## config.mk

```make
export PLATFORM = sky130hd
export DESIGN_NAME = rsk_cell
export DESIGN_NICKNAME = d
export VERILOG_FILES = /design/src/hw/rtl/rsk_pkg.sv /design/src/hw/rtl/rsk_cell.sv
export SDC_FILE = /design/constraint.sdc
export NUM_CORES = 1
export LEC_CHECK = 0
export ABC_CLOCK_PERIOD_IN_PS = 6080
export BUFFER_PORTS_ARGS = -buffer_cell sky130_fd_sc_hd__buf_2
export CAP_MARGIN = 40
export CORE_AREA = 2 2 200 202
export CTS_CLUSTER_SIZE = 40
export DETAILED_ROUTE_END_ITERATION = 10
export DIE_AREA = 0 0 202 204
export GPL_TIMING_DRIVEN = 0
export MAX_ROUTING_LAYER = met4
export PLACE_DENSITY = 0.44
export SETUP_SLACK_MARGIN = 0.2
export SLEW_MARGIN = 20
export SYNTH_ARGS = -nofsm -noshare
export SYNTH_HDL_FRONTEND = slang
export SYNTH_SLANG_ARGS = --single-unit
```

## constraint.sdc

```tcl
create_clock -name clk_i -period 6.08 [get_ports clk_i]
set_input_delay 0.912 -clock clk_i [delete_from_list [all_inputs] [get_ports clk_i]]
set_output_delay 0.912 -clock clk_i [all_outputs]
set_load 0.1 [all_outputs]
```

## src/hw/rtl/rsk_pkg.sv

```systemverilog
// ----------------------------------------------------------------------------
// rsk_pkg: shared types and constants of the record sorter
// Field widths, the record held by each sorting cell and the cell control.
// ----------------------------------------------------------------------------
package rsk_pkg;

  localparam int KEY_HIGH_W      = 64;
  localparam int KEY_LOW_W       = 24;
  localparam int WEIGHT_W        = 31;
  localparam int INDEX_W         = 6;
  localparam int KEY_W           = KEY_HIGH_W + KEY_LOW_W;
  localparam int KEY_BYTES       = KEY_W / 8;
  localparam int MAX_RECORDS_DEF = 64;
  localparam int KEY_CHARS_DEF   = 11;

  // One stored record. The key is packed so that an unsigned compare of
  // the whole field matches string order.
  typedef struct packed {
    logic                valid;
    logic [KEY_W-1:0]    key;
    logic [WEIGHT_W-1:0] weight;
    logic [INDEX_W-1:0]  index;
  } rec_t;

  // Per-cycle command broadcast to every cell of the chain.
  typedef struct packed {
    logic insert;  // a new record is placed into the sorted chain
    logic shift;   // the chain moves one place toward the head
  } cell_ctrl_t;

endpackage

```

## src/hw/rtl/rsk_cell.sv

```systemverilog
// ----------------------------------------------------------------------------
// rsk_cell: one insertion sorting cell
// Holds one record; on insert it keeps, takes the new record or takes its
// left neighbor's, and on drain it takes its right neighbor's.
// ----------------------------------------------------------------------------
module rsk_cell (
  input  logic                clk_i,
  input  logic                rst_ni,
  input  rsk_pkg::cell_ctrl_t ctrl_i,
  input  rsk_pkg::rec_t       new_rec_i,
  input  rsk_pkg::rec_t       left_rec_i,
  input  logic                left_ge_i,
  input  rsk_pkg::rec_t       right_rec_i,
  output rsk_pkg::rec_t       rec_o,
  output logic                ge_o
);
  import rsk_pkg::*;

  logic                valid_q, valid_d;
  logic [KEY_W-1:0]    key_q, key_d;
  logic [WEIGHT_W-1:0] weight_q, weight_d;
  logic [INDEX_W-1:0]  index_q, index_d;

  // An empty cell counts as holding an infinitely large key. Ties also place
  // the new record first, since it is the later arrival.
  assign ge_o = !valid_q || (key_q >= new_rec_i.key);

  always_comb begin
    rec_t nxt;
    nxt = '{valid: valid_q, key: key_q, weight: weight_q, index: index_q};
    if (ctrl_i.shift) begin
      nxt = right_rec_i;
    end else if (ctrl_i.insert) begin
      if (left_ge_i) begin
        nxt = left_rec_i;
      end else if (ge_o) begin
        nxt = new_rec_i;
      end
    end
    valid_d  = nxt.valid;
    key_d    = nxt.key;
    weight_d = nxt.weight;
    index_d  = nxt.index;
  end

  always_ff @(posedge clk_i or negedge rst_ni) begin
    if (!rst_ni) begin
      valid_q <= 1'b0;
    end else begin
      valid_q <= valid_d;
    end
  end

  always_ff @(posedge clk_i) begin
    key_q    <= key_d;
    weight_q <= weight_d;
    index_q  <= index_d;
  end

  assign rec_o = '{valid: valid_q, key: key_q, weight: weight_q, index: index_q};

endmodule

```

==> impl_metrics.toml <==
[cells_and_area]
register_area_sq_mm = 0.003779
areaGrowthSynthToFinish_pct = 45.32
multi_input_area_sq_mm = 0.004314
fillers = 4190
final_area_sq_mm = 0.01254
final_cells = 1939
nNetsFinal = 1870
fin_util = 0.3200
drive_gt1_frac = 0.4011

[sta]
finalMaxSlewViolations = 0
fin_ws_ns = 1.552
rsz0062_at_grt = "no"
final_hold_viol_count = 0
final-setup-viol-count = 0
period_share = 0.7447
worst_pin_slew_ns = 0.7213
slew_headroom = 0.5147
finalCriticalPeriod_ns = 4.528
fin_skew_ns = 0.007316
fmax_mhz = 220.8

[setup_path]
r2r_slack_ns = 2.31
endpoint_kind = "primary output"
crit_type = "in2out"
rr_startpoint = "key_q[55]"
reg2regPathDepth = 9
cp.arrival_ns = 3.62
required_ns = 5.17
regToRegEndpoint = "key_q[17]"
start_kind = "primary input"
cp_max_fo = 3
critPathLaunch = "new_rec_i[90]"
endpoint = "ge_o"

[cts]
post_cts_buffers = 0
cts_hold_buffers = 0
cts_buffers = 17
tritoncts = "yes"
cts_num_sinks = 126
clk_latency_ns = 0.43
root_buffer = "clkbuf_16"
path_clk_slew_ns = 0.06
cts.htree.levels = 4
cts_buffer_depth = 2
postCtsResizedCells = 0

[power]
p_per_area_mw_per_mm2 = 286.5
switchingPower_uw = 1513
power.leakage_uw = 0.006360
pwr-share-comb = 0.383
vdd.ir_drop.worst_uv = 165.0
pwr-share-clk = 0.302
p_int_uw = 2079
switching_share = 0.4213
pwr-share-seq = 0.315

[routing]
wl_per_cell_um = 18.26
drt-initial-drc-count = 285
final_antenna_net_count = 0
wirelength_um = 35400
via_count = 8393
viasPerCell = 4.329
drc_errors = 0
first_pass_iters = 5

[floorplan]
ios = 510
die_h_um = 204
die_area_sq_mm = 0.04121
initial_core_util = 0.2202
core_sq_mm = 0.03918
row_count = 73
die_w_um = 202

[global_route]
grt_max_degree = 47
grt_pass1_wl_um = 51430
antenna_found_initial = 3
grt_usage = 0.1720
first_global_vias = 8781
overflow = 0

[synthesis]
async_reset_ff_frac = 0.007937
synth.distinct_cells = 45
synth_edf_count = 125
ys_seq_area_frac = 0.4379
avgSynthCellArea_sq_um = 9.952
synth_flop_cell = "edfxtp_1"
yosysWarnings = 0
synth_nets = 1338
syn_inst = 867
ys_seq_elements = 126
syn_area_sq_mm = 0.008628

[place]
portBuffers = 507
dp_cells = 1905
dp_hpwl_um = 29880
dpl_cell_area_sq_mm = 0.01193
place_ws_ns = 1.305
place.gp.congestion = 0.8906

[worst_hold_path]
hold_class = "in2async"

[flow_run]
cap_violations = 0

[status]
outcome = "completed"
-- kinds of logic (layout without fill, tap and decap cells) --
| logic type | after synthesis | in the layout | synth area share |
|---|---|---|---|
| AND/OR/NAND/NOR | 193 | 193 | 0.09614 |
| other | 0 | 3 | 0 |
| flip-flops | 126 | 126 | 0.4379 |
| buffers and inverters | 133 | 677 | 0.06293 |
| adder cells (fa/ha/maj) | 88 | 88 | 0.1276 |
| multiplexers | 126 | 126 | 0.1463 |
| AO/OA/AOI/OAI | 201 | 201 | 0.1291 |
-- per-stage QoR --
| stage | hold slack [ns] | setup TNS (ns) | power (uW) |
|---|---|---|---|
| after floorplan | 0.5452 | 0 | 2160 |
| after global placement | 0.5889 | -297.31 | 2532 |
| after detailed placement | 0.5852 | 0 | 2534 |
| after CTS | 0.2050 | 0 | 3647 |
| after global routing | 0.2106 | 0 | 3759 |
| final | 0.2450 | 0 | 3592 |
-- area by class of cell --
cell class | instances | area share
multi-input combinational | 608 | 0.3441
sequential | 126 | 0.3014
timing repair buffer | 513 | 0.2102
tap | 525 | 0.05239
clock buffer | 19 | 0.03453
inverter | 90 | 0.02694
buffer | 43 | 0.01637
clock inverter | 12 | 0.01357
antenna | 3 | 0.0005987
-- power by group through the flow --
stage	Combinational [uW]	Clock (uW)	Sequential, uW
6_report	1380	1080	1130
3_5_place_dp	1390	0	1150
3_3_place_gp	1370	0	1160
5_1_grt	1460	1160	1140
4_1_cts	1390	1130	1130
2_1_floorplan	317	0	1840
-- flip-flops by register name, indices dropped and copies added (netlist names) --
register,count
index_q,6
key_q,88
valid_q,1
weight_q,31
-- critical path: stages --
cell	delay [ns]
buf_2	0.10
inv_1	0.04
ha_1	0.29
nand4_1	0.18
nor4_1	0.69
nand4_1	0.24
a31oi_1	0.35
o41ai_2	0.15
o211ai_1	0.16
buf_2	0.49
-- metal layers --
layer	vias to the layer above	track usage	wire [um]
met5	-	-	0
met4	0	0.05147	557
met3	30	0.02934	1769
met2	302	0.2991	17950
met1	3869	0.2034	15130
li1	4192	-	-
-- Yosys cell counts, drive strengths merged, types with 3 or more instances --
master | instances | area (sq um)
nor3 | 3 | 15.01
nand4 | 23 | 143.9
ha | 88 | 1101
clkbuf | 28 | 115.1
inv | 90 | 337.8
nor4 | 4 | 31.28
o21ai | 135 | 675.7
nand3 | 5 | 25.02
a21oi | 36 | 183.9
a21o | 8 | 60.06
mux2i | 125 | 1251
nor2 | 10 | 37.54
buf | 15 | 90.09
nand2 | 141 | 529.3
o211ai | 5 | 42.54
edfxtp | 125 | 3754
a211oi | 3 | 27.52
-- cells in the final DEF, fill, tap and decap left out, types with 2 or more instances in the layout --
master      synthesis  routed
buf_2              12     520
clkbuf_1           27      29
nand3_1             5       5
mux2i_1           125     125
o211ai_1            4       4
ha_1               88      88
a21oi_1            35      35
clkinv_2            0       3
nor3_1              3       3
o21ai_0           135     135
inv_1              90      90
clkbuf_16           0      17
nor2_1             10      10
nand2_1           141     141
nor2b_1             2       2
diode_2             0       3
buf_16              0       2
a21o_1              8       8
buf_6               2       4
nor4_1              3       3
edfxtp_1          125     125
a211oi_1            2       2
clkinvlp_4          0       3
nand4_1            23      23
bufinv_16           0       4
-- worst min-delay path by stage --
stage                     startpoint       to  cells past startpoint
after global routing          rst_ni  valid_q                      1
after CTS                     rst_ni  valid_q                      1
final                         rst_ni  valid_q                      1
after global placement       valid_q  valid_q                      2
after floorplan              valid_q  valid_q                      2
after detailed placement     valid_q  valid_q                      2
Power figures use the tool's default switching activity.
