### config.mk
export PLATFORM = sky130hd
export DESIGN_NAME = rsk_normalize
export DESIGN_NICKNAME = d
export VERILOG_FILES = /design/src/hw/rtl/rsk_pkg.sv /design/src/hw/rtl/rsk_normalize.sv
export SDC_FILE = /design/constraint.sdc
export NUM_CORES = 1
export LEC_CHECK = 0
export BUFFER_PORTS_ARGS = -buffer_cell sky130_fd_sc_hd__buf_4
export CORE_AREA = 2 2 69 71
export DETAILED_ROUTE_END_ITERATION = 8
export DIE_AREA = 0 0 71 73
export PLACE_DENSITY = 0.71
export SLEW_MARGIN = 25
export SYNTH_ARGS = -nofsm -noshare
export SYNTH_HDL_FRONTEND = slang
export SYNTH_SLANG_ARGS = --single-unit
### constraint.sdc
create_clock -name vclk -period 1.7
set_clock_uncertainty 0.2 [all_clocks]
set_input_delay 0.255 -clock vclk [all_inputs]
set_output_delay 0.255 -clock vclk [all_outputs]
set_load 0.02 [all_outputs]
### src/hw/rtl/rsk_pkg.sv
// ----------------------------------------------------------------------------
// rsk_pkg: shared types and constants of the record sorter
// Field widths, the record held by each sorting cell and the cell control.
// ----------------------------------------------------------------------------
package rsk_pkg;

  localparam int KEY_HIGH_W      = 64;
  localparam int KEY_LOW_W       = 24;
  localparam int WEIGHT_W        = 31;
  localparam int INDEX_W         = 6;
  localparam int KEY_W           = KEY_HIGH_W + KEY_LOW_W;
  localparam int KEY_BYTES       = KEY_W / 8;
  localparam int MAX_RECORDS_DEF = 64;
  localparam int KEY_CHARS_DEF   = 11;

  // One stored record. The key is packed so that an unsigned compare of
  // the whole field matches string order.
  typedef struct packed {
    logic                valid;
    logic [KEY_W-1:0]    key;
    logic [WEIGHT_W-1:0] weight;
    logic [INDEX_W-1:0]  index;
  } rec_t;

  // Per-cycle command broadcast to every cell of the chain.
  typedef struct packed {
    logic insert;  // a new record is placed into the sorted chain
    logic shift;   // the chain moves one place toward the head
  } cell_ctrl_t;

endpackage

### src/hw/rtl/rsk_normalize.sv
// ----------------------------------------------------------------------------
// rsk_normalize: key normalizer
// Clears every character from the first zero character or past the key
// length onward, so that a packed compare matches string compare.
// ----------------------------------------------------------------------------
module rsk_normalize #(
  parameter int KEY_CHARS = rsk_pkg::KEY_CHARS_DEF
) (
  input  logic [rsk_pkg::KEY_W-1:0] key_i,
  output logic [rsk_pkg::KEY_W-1:0] key_o
);
  import rsk_pkg::*;

  always_comb begin
    logic       ended;
    logic [7:0] ch;
    ended = 1'b0;
    key_o = '0;
    for (int i = 0; i < KEY_BYTES; i++) begin
      ch = key_i[KEY_W-1-8*i -: 8];
      if (i >= KEY_CHARS || ch == 8'd0) begin
        ended = 1'b1;
      end
      key_o[KEY_W-1-8*i -: 8] = ended ? 8'd0 : ch;
    end
  end

endmodule

==> results.py, run 1 <==
metrics = {
    "timing": {
        "slew-limit-headroom_pct": 78.3,
        "finalMaxSlewViolations": 0,
        "setup_violations": 80,
        "timing.fmax_mhz": 518,
        "whs_ns": 0.540,
        "layout_min_cycle_time_ns": 1.93,
        "tightest_slew_ns": 0.322,
        "final.period_utilization_pct": 114,
        "hold_viol": 0,
        "rsz0062_at_grt": "yes",
        "fin_ws_ns": -0.230,
    },
    "synthesis": {
        "synth_cells": 195,
        "syn_nets": 283,
        "yosysMostFrequentCell": "nor3_1",
        "yosysTopAreaCell": "nor4_1",
        "yosysTopAreaCellShare_pct": 20.5,
        "syn_area_per_cell_um2": 5.32,
        "synthTopCellsByCount": "nor3_1 (39), nor4_1 (34), nand2_1 (28)",
        "netlist_area_mm2": 0.00104,
        "synthTopCellsByArea": "nor4_1 (21%), nor3_1 (19%), nand2_1 (10%)",
        "synth_seq_area_share_pct": 0,
        "synthDistinctLibCells": 17,
        "synth-warning-count": 0,
    },
    "route": {
        "ant_nets": 0,
        "drcViolationCount": 0,
        "dr_total_vias": 2469,
        "drtIter0Drc": 96,
        "dr.pass1.iters": 4,
        "viasPerCell": 5.41,
        "avgRoutedWirePerCell_um": 19.5,
        "wl_mm": 8.89,
    },
    "pwr": {
        "power_density_mw_per_mm2": 236,
        "peakVddDrop_uv": 168,
        "p_leak_nw": 1.95,
    },
    "global_routing": {
        "grt_max_degree": 21,
        "gr-usage-all-layers_pct": 23.3,
        "antenna_found_initial": 0,
        "grt-ovfl-total": 0,
        "grt_pass1_wl_mm": 10.2,
        "grt_pass1_vias": 2225,
    },
    "setup_path": {
        "critPathKind": "in -> out",
        "worstSetupStartpoint": "key_i[45]",
        "start_kind": "input pin",
        "end_kind": "output pin",
        "crit_end": "key_o[6]",
        "crit_fanout": 13,
        "worstPathArrival_ns": 1.48,
        "cp.required_ns": 1.24,
    },
    "floorplanning": {
        "io_pins": 176,
        "core_mm2": 0.00454,
        "die-area_mm2": 0.00518,
        "start_util_pct": 22.9,
        "num_rows": 25,
        "die_y_um": 73,
        "die_x_um": 71,
    },
    "outcome": {
        "run_status": "finished with violations",
        "failed_checks": "setup timing",
    },
    "finish": {
        "num-fill-cells": 213,
        "seq_area_um2": 0,
        "design.seq.count": 0,
        "syn2layout_area_growth_pct": 284,
        "final_util_pct": 87.9,
        "antenna_cells": 0,
        "drive_above_1_share_pct": 83.1,
        "fin_nets": 492,
        "clock_buffers": 0,
    },
    "min_path": {
        "worst_hold_path_type": "in -> out",
        "min_from": "key_i[81]",
    },
    "place": {
        "dpl.hpwl_mm": 4.85,
        "gp_congestion": 0.825,
        "port_buffers": 176,
    },
    "job": {
        "cap_viol_max_count": 0,
    },
}
## cells in the final DEF (no fill, tap or decap), drive strengths merged
cell / instances
buf: 224
nor3: 39
nor4: 36
nand2: 29
inv: 23
nand3: 18
and3: 16
and2: 9
clkbuf: 5
nand4: 2
nor2: 1
## timing repair
action / CTS / global route
resized for setup: 85 / 91
pin swaps: 11 / 28
hold buffers: 0 / 0
buffers inserted: 5 / 9
hold endpoints to repair: 0 / 0
gates cloned: 3 / 6
endpoints found under the setup margin: 80 / 80
## worst min-delay path by stage
stage,end,slack [ns],cells past startpoint
global placement,key_o[81],0.53,2
finish,key_o[81],0.54,2
detailed placement,key_o[81],0.53,2
global route,key_o[83],0.55,2
CTS,key_o[81],0.54,2
floorplan,key_o[40],0.42,2
## worst max-delay path, stage by stage
cell	delay, ns
buf_4	0.11
nor4_4	0.05
nand2_1	0.09
buf_8	0.16
nand4_4	0.25
nor4_2	0.34
buf_4	0.21
## routing by layer
metal	up-vias	part of all wire [%]	wire (µm)	GRT usage, %
li1	1111	-	-	-
met1	1174	36	3210	27.8
met2	152	52	4610	45.2
met3	32	8.2	730	4.42
met4	0	3.8	337	1.26
met5	-	0	0	0
## layout make-up
type               instances  area, µm²  share of cell area (%)
repair buffers           229       2200                    55.3
multi-input cells        150       1630                    40.8
inverters                 23       86.3                    2.17
well taps                 54       67.6                    1.70
## cells by family after synthesis
kind of cell  after synthesis  synth area share [%]
buf+inv                    45                  21.1
simple gates              150                  78.9
## power by group
group	leakage, nW	internal [mW]	total [mW]	switching, mW
clock network	0	0	0	0
logic	1.95	0.498	0.941	0.443
registers	0	0	0	0
total	1.95	0.498	0.941	0.443
## per-stage QoR
stage | total power, mW | cell area (µm²) | setup slack (ns) | instances | setup TNS, ns
after CTS | 0.800 | 3320 | -0.136 | 442 | -7.62
after detailed placement | 0.713 | 2830 | -0.339 | 437 | -17.38
after global placement | 0.706 | 2830 | -0.290 | 437 | -16.55
after global routing | 0.983 | 3990 | -0.274 | 456 | -17.12
final | 0.941 | 3990 | -0.230 | 456 | -12.79
after floorplan | 0.311 | 1240 | -0.183 | 195 | -2.71
(Power assumes the default switching activity.)
==> run 2, diff against run 1 <==
Settings changed: PLACE_DENSITY 0.71 to 0.78.
==> run 2 against run 1 <==
Against the previous run:
- the flow still finishes with violations (setup timing)
- fmax is 0.36% higher
- die area stayed put
- cell area is 8.3% lower
- non-clock buffer count is 14 lower
- critical path depth is 2 higher
- first-iteration DRC count is 31% lower
- final cell count is 3.1% lower
- combinational power is 8.1% lower
- count of clock-buffer cells in the layout stayed put
- global-route usage is 3.9 points higher
- power is 8.0% lower
==> results.py, run 2 (same netlist as run 1, synthesis figures left out) <==
metrics = {
    "outcome": {
        "run_status": "finished with violations",
        "failed_checks": "setup timing",
    },
    "setup_path": {
        "cp.required_ns": 1.24,
        "end_kind": "output pin",
        "start_kind": "input pin",
        "cpMostUsedCell": "buf_12",
        "cpPeakStageDelay_ns": 0.30,
        "worst_path_max_delay_cell": "nor4_4",
        "worstPathArrival_ns": 1.47,
        "path_cells": "buf_6 -> nor4_4 -> nand2_2 -> nand3_4 -> buf_12 -> buf_12 -> buf_16 -> nor4_2 -> buf_4",
        "critPathKind": "in -> out",
        "crit_fanout": 6,
    },
    "pwr": {
        "peakVddDrop_uv": 180,
        "power_density_mw_per_mm2": 237,
        "p_leak_nw": 1.81,
    },
    "finish": {
        "seq_area_um2": 0,
        "design.seq.count": 0,
        "drive_above_1_share_pct": 76.8,
        "multiInputGateArea_mm2": 0.00145,
        "clock_buffers": 0,
        "antenna_cells": 0,
        "mostFrequentLayoutCell": "buf_4",
        "fin_nets": 478,
        "syn2layout_area_growth_pct": 252,
        "final_cell_mix": "buf_4 (154), buf_6 (40), nor3_2 (31), inv_1 (23), nand2_1 (19)",
        "num-fill-cells": 275,
        "finalInstanceArea_mm2": 0.00365,
    },
    "route": {
        "drcViolationCount": 0,
        "dr.pass1.iters": 4,
        "avgRoutedWirePerCell_um": 17.8,
        "drtIter0Drc": 66,
        "wl_mm": 7.87,
        "ant_nets": 0,
        "viasPerCell": 5.23,
        "dr_total_vias": 2310,
    },
    "timing": {
        "finalMaxSlewViolations": 0,
        "setup_violations": 80,
        "tightest_slew_ns": 0.342,
        "fin_ws_ns": -0.223,
        "final.period_utilization_pct": 113,
        "timing.fmax_mhz": 520,
        "layout_min_cycle_time_ns": 1.92,
        "hold_viol": 0,
        "slew-limit-headroom_pct": 77.0,
        "rsz0062_at_grt": "yes",
        "whs_ns": 0.519,
    },
    "floorplanning": {
        "die_y_um": 73,
        "num_rows": 25,
        "die-area_mm2": 0.00518,
        "die_x_um": 71,
        "io_pins": 176,
        "start_util_pct": 22.9,
        "core_mm2": 0.00454,
    },
    "global_routing": {
        "grt_pass1_vias": 2350,
        "grt_max_degree": 17,
        "grt-ovfl-total": 0,
        "grt_pass1_wl_mm": 11.4,
        "gr-usage-all-layers_pct": 27.2,
        "antenna_found_initial": 0,
    },
    "place": {
        "dpl.hpwl_mm": 4.78,
        "gp_congestion": 0.857,
        "placed_cell_area_mm2": 0.00277,
        "port_buffers": 176,
    },
    "job": {
        "cap_viol_max_count": 0,
    },
    "clocking": {
        "postCtsHoldBufs": 0,
    },
    "min_path": {
        "worst_hold_path_type": "in -> out",
    },
}
-- run 2: final timing paths --
| kind | startpoint | to | slack [ns] | depth (start not counted) |
|---|---|---|---|---|
| worst max-delay path | key_i[70] | key_o[16] | -0.22 | 9 |
| worst min-delay path | key_i[80] | key_o[80] | 0.52 | 2 |
-- run 2: where the power goes --
group          internal (mW)  switching [mW]  leakage, nW  total [mW]
Sequential                 0               0            0           0
Clock                      0               0            0           0
Combinational          0.452           0.414         1.81       0.865
-- run 2: what timing repair did --
action	CTS	global route
endpoints found under the setup margin	80	80
pin swaps	34	13
cloned	6	2
endpoints found under the hold margin	0	0
setup buffers	9	4
gates resized for setup	91	28
-- run 2: critical path, delay by kind of cell --
kind	cells	cell delay (ns)
buffers and inverters	5	0.60
and+or+nand+nor	4	0.61
-- run 2: layer usage --
metal | global-route usage, % | vias to the layer above | share of wire [%] | wire [µm]
met5 | 0 | - | 0 | 0
met4 | 5.24 | 0 | 2.2 | 170
met3 | 7.18 | 16 | 8.9 | 703
met2 | 54.7 | 134 | 56 | 4400
met1 | 28.2 | 1075 | 33 | 2590
li1 | - | 1085 | - | -
-- run 2: layout make-up --
| cell class | count | area share [%] |
|---|---|---|
| inverter | 23 | 2.36 |
| multi-input combinational | 150 | 39.6 |
| timing repair buffer | 215 | 56.1 |
| tap | 54 | 1.85 |
-- run 2: per-stage QoR --
step	cells	util (%)	setup WS, ns	TNS (ns)	total power [mW]
after global routing	442	80.6	-0.281	-16.29	0.910
after detailed placement	427	61.0	-0.211	-12.14	0.705
after CTS	440	77.2	-0.202	-8.76	0.816
after global placement	427	61.0	-0.187	-10.95	0.697
after floorplan	195	-	-0.183	-2.71	0.311
final	442	80.6	-0.223	-11.52	0.865
==> run 3, diff against run 2 <==
--- a/config.mk
+++ b/config.mk
@@ -6,9 +6,10 @@
 export NUM_CORES = 1
 export LEC_CHECK = 0
+export ABC_AREA = 1
 export BUFFER_PORTS_ARGS = -buffer_cell sky130_fd_sc_hd__buf_4
 export CORE_AREA = 2 2 69 71
 export DETAILED_ROUTE_END_ITERATION = 8
 export DIE_AREA = 0 0 71 73
-export PLACE_DENSITY = 0.78
+export PLACE_DENSITY = 0.77
 export SLEW_MARGIN = 25
 export SYNTH_ARGS = -nofsm -noshare
==> constraint.sdc (replaced) <==
create_clock -name vclk -period 1.7
set_clock_uncertainty 0.2 [all_clocks]
set_input_delay 0.085 -clock vclk [all_inputs]
set_output_delay 0.085 -clock vclk [all_outputs]
set_load 0.02 [all_outputs]
==> run 3 against run 2 <==
Against the previous run:
- the flow now finishes without violations
- cell area shrank 33%
- flip-flop and latch count unchanged
- die area did not move
- area after synthesis shrank 3.0%
- synthesized cell count grew 19%
- count of clock-buffer cells in the layout is the same
- sequential share of layout area unchanged
- critical path depth up 3
- critical endpoint is now key_o[4]
==> results.py, run 3 <==
metrics = {
    "finish": {
        "clock_buffers": 0,
        "syn2layout_area_growth_pct": 145,
        "fin_nets": 494,
        "num-fill-cells": 438,
        "final_cell_mix": "buf_4 (174), nor2_1 (82), inv_1 (77), nor4_1 (13), inv_2 (13)",
        "final_cell_count_no_fill": 458,
        "seq_area_um2": 0,
        "design.seq.count": 0,
        "drive_above_1_share_pct": 53.7,
        "mostFrequentLayoutCell": "buf_4",
        "antenna_cells": 0,
        "final_util_pct": 54.4,
    },
    "route": {
        "dr_total_vias": 1893,
        "drcViolationCount": 0,
        "drt-met1-wl_mm": 1.65,
        "wl_met3_um": 572,
        "drtIter0Drc": 43,
        "dr.pass1.iters": 4,
        "ant_nets": 0,
        "top_layer": "met4",
        "avgRoutedWirePerCell_um": 10.8,
        "viasPerCell": 4.13,
        "wl_mm": 4.93,
        "met2_length_mm": 2.68,
    },
    "min_path": {
        "min_from": "key_i[85]",
        "min_to": "key_o[85]",
        "whs_path_depth": 2,
        "worst_hold_path_type": "in -> out",
    },
    "global_routing": {
        "grt-ovfl-total": 0,
        "grt_pass1_wl_mm": 7.20,
        "antenna_found_initial": 0,
        "grt_pass1_vias": 1594,
        "grt_max_degree": 10,
        "gr-usage-all-layers_pct": 16.6,
    },
    "timing": {
        "slew-limit-headroom_pct": 78.8,
        "layout_min_cycle_time_ns": 1.66,
        "timing.fmax_mhz": 603,
        "tightest_slew_ns": 0.317,
        "finalMaxSlewViolations": 0,
        "rsz0062_at_grt": "yes",
        "whs_ns": 0.169,
        "hold_viol": 0,
        "final.period_utilization_pct": 97.6,
        "fin_ws_ns": 0.0410,
        "setup_violations": 0,
    },
    "place": {
        "dp_slack_ns": -0.000984,
        "dp_cells": 458,
        "port_buffers": 176,
        "gp_congestion": 0.885,
        "dpl.hpwl_mm": 4.46,
    },
    "setup_path": {
        "start_kind": "input pin",
        "critPathKind": "in -> out",
        "worst_path_max_delay_cell": "nand4_4",
        "end_kind": "output pin",
        "worstPathArrival_ns": 1.37,
        "crit_fanout": 7,
        "cp.required_ns": 1.41,
        "path_cells": "buf_4 -> inv_2 -> nand2_1 -> nor2_1 -> nand2_2 -> nand3_4 -> nor2_4 -> nand4_4 -> nor2_8 -> nand4_4 -> nor2_1 -> buf_4",
        "cpPeakStageDelay_ns": 0.17,
    },
    "floorplanning": {
        "core_mm2": 0.00454,
        "die_y_um": 73,
        "die_x_um": 71,
        "num_rows": 25,
        "io_pins": 176,
        "die-area_mm2": 0.00518,
        "start_util_pct": 22.2,
    },
    "clocking": {
        "post-cts-setup-buffer-count": 0,
        "postCtsHoldBufs": 0,
    },
    "synthesis": {
        "yosysTopAreaCellShare_pct": 33.6,
        "synthTopCellsByCount": "inv_1 (90), nor2_1 (89), nand2_1 (18)",
        "synth_top_family_by_area": "simple AND/OR/NAND/NOR gates",
        "synth_seq_area_share_pct": 0,
        "synth_compound_area_share_pct": 0,
        "synthDistinctLibCells": 13,
        "synthXorXnorAreaFrac_pct": 0,
        "synth_cells": 232,
        "yosysTopAreaCell": "inv_1",
        "yosysMostFrequentCell": "inv_1",
        "synthTopCellsByArea": "inv_1 (34%), nor2_1 (33%), nor4_1 (8.7%)",
        "synthAdderAreaFrac_pct": 0,
        "netlist_area_mm2": 0.00101,
        "syn_area_per_cell_um2": 4.34,
        "syn_nets": 320,
        "synth-warning-count": 0,
        "synth.area.mux_share_pct": 0,
        "yosys.area_share.simple_pct": 63.1,
    },
    "outcome": {
        "run_status": "completed",
    },
    "pwr": {
        "peakVddDrop_uv": 198,
        "p_leak_nw": 1.63,
        "power_density_mw_per_mm2": 285,
        "totalPowerFinal_mw": 0.702,
    },
    "job": {
        "cap_viol_max_count": 0,
    },
}
-- run 3: worst max-delay path, delay by kind of cell --
family	cells	cell delay [ns]
simple gates	9	1.00
buf+inv	3	0.28
-- run 3: report_power, final --
group          switching (mW)  internal, mW  total (mW)  leakage [nW]
logic                   0.355         0.347       0.702          1.63
registers                   0             0           0             0
clock network               0             0           0             0
total                   0.355         0.347       0.702          1.63
-- run 3: cells by family (layout without fill, tap and decap cells) --
kind of cell           after synthesis  in the layout
and+or+nand+nor                    133            133
buffers and inverters               99            271
-- run 3: layout make-up --
type | instances | area, µm² | area share, %
inverters | 91 | 344 | 14.0
multi-input cells | 133 | 681 | 27.6
well taps | 54 | 67.6 | 2.74
repair buffers | 180 | 1370 | 55.7
-- run 3: how the worst max path moves through the flow --
stage | startpoint | endpoint | cells past startpoint | slack [ns]
after floorplan | key_i[65] | key_o[0] | 10 | 0.08
after global placement | key_i[67] | key_o[3] | 12 | 0.008
after detailed placement | key_i[67] | key_o[3] | 12 | -0.001
after CTS | key_i[67] | key_o[2] | 12 | -0.007
after global routing | key_i[82] | key_o[6] | 12 | -0.05
final | key_i[82] | key_o[4] | 12 | 0.04
-- run 3: layer usage --
metal / GRT usage, % / up-vias
met1: 18.7 / 795
li1: - / 984
met2: 33.6 / 112
met5: 0 / -
met3: 3.59 / 2
met4: 0 / 0
-- run 3: timing repair --
item	CTS	global route
resized for setup	0	36
setup endpoints to repair	2	48
pin swaps	0	2
-- run 3: stage by stage --
stage            TNS, ns  instance area (µm²)
5_1_grt           -0.244                 2470
6_report               0                 2470
3_5_place_dp   -0.000984                 2390
4_1_cts          -0.0132                 2390
3_3_place_gp           0                 2390
2_1_floorplan          0                 1010
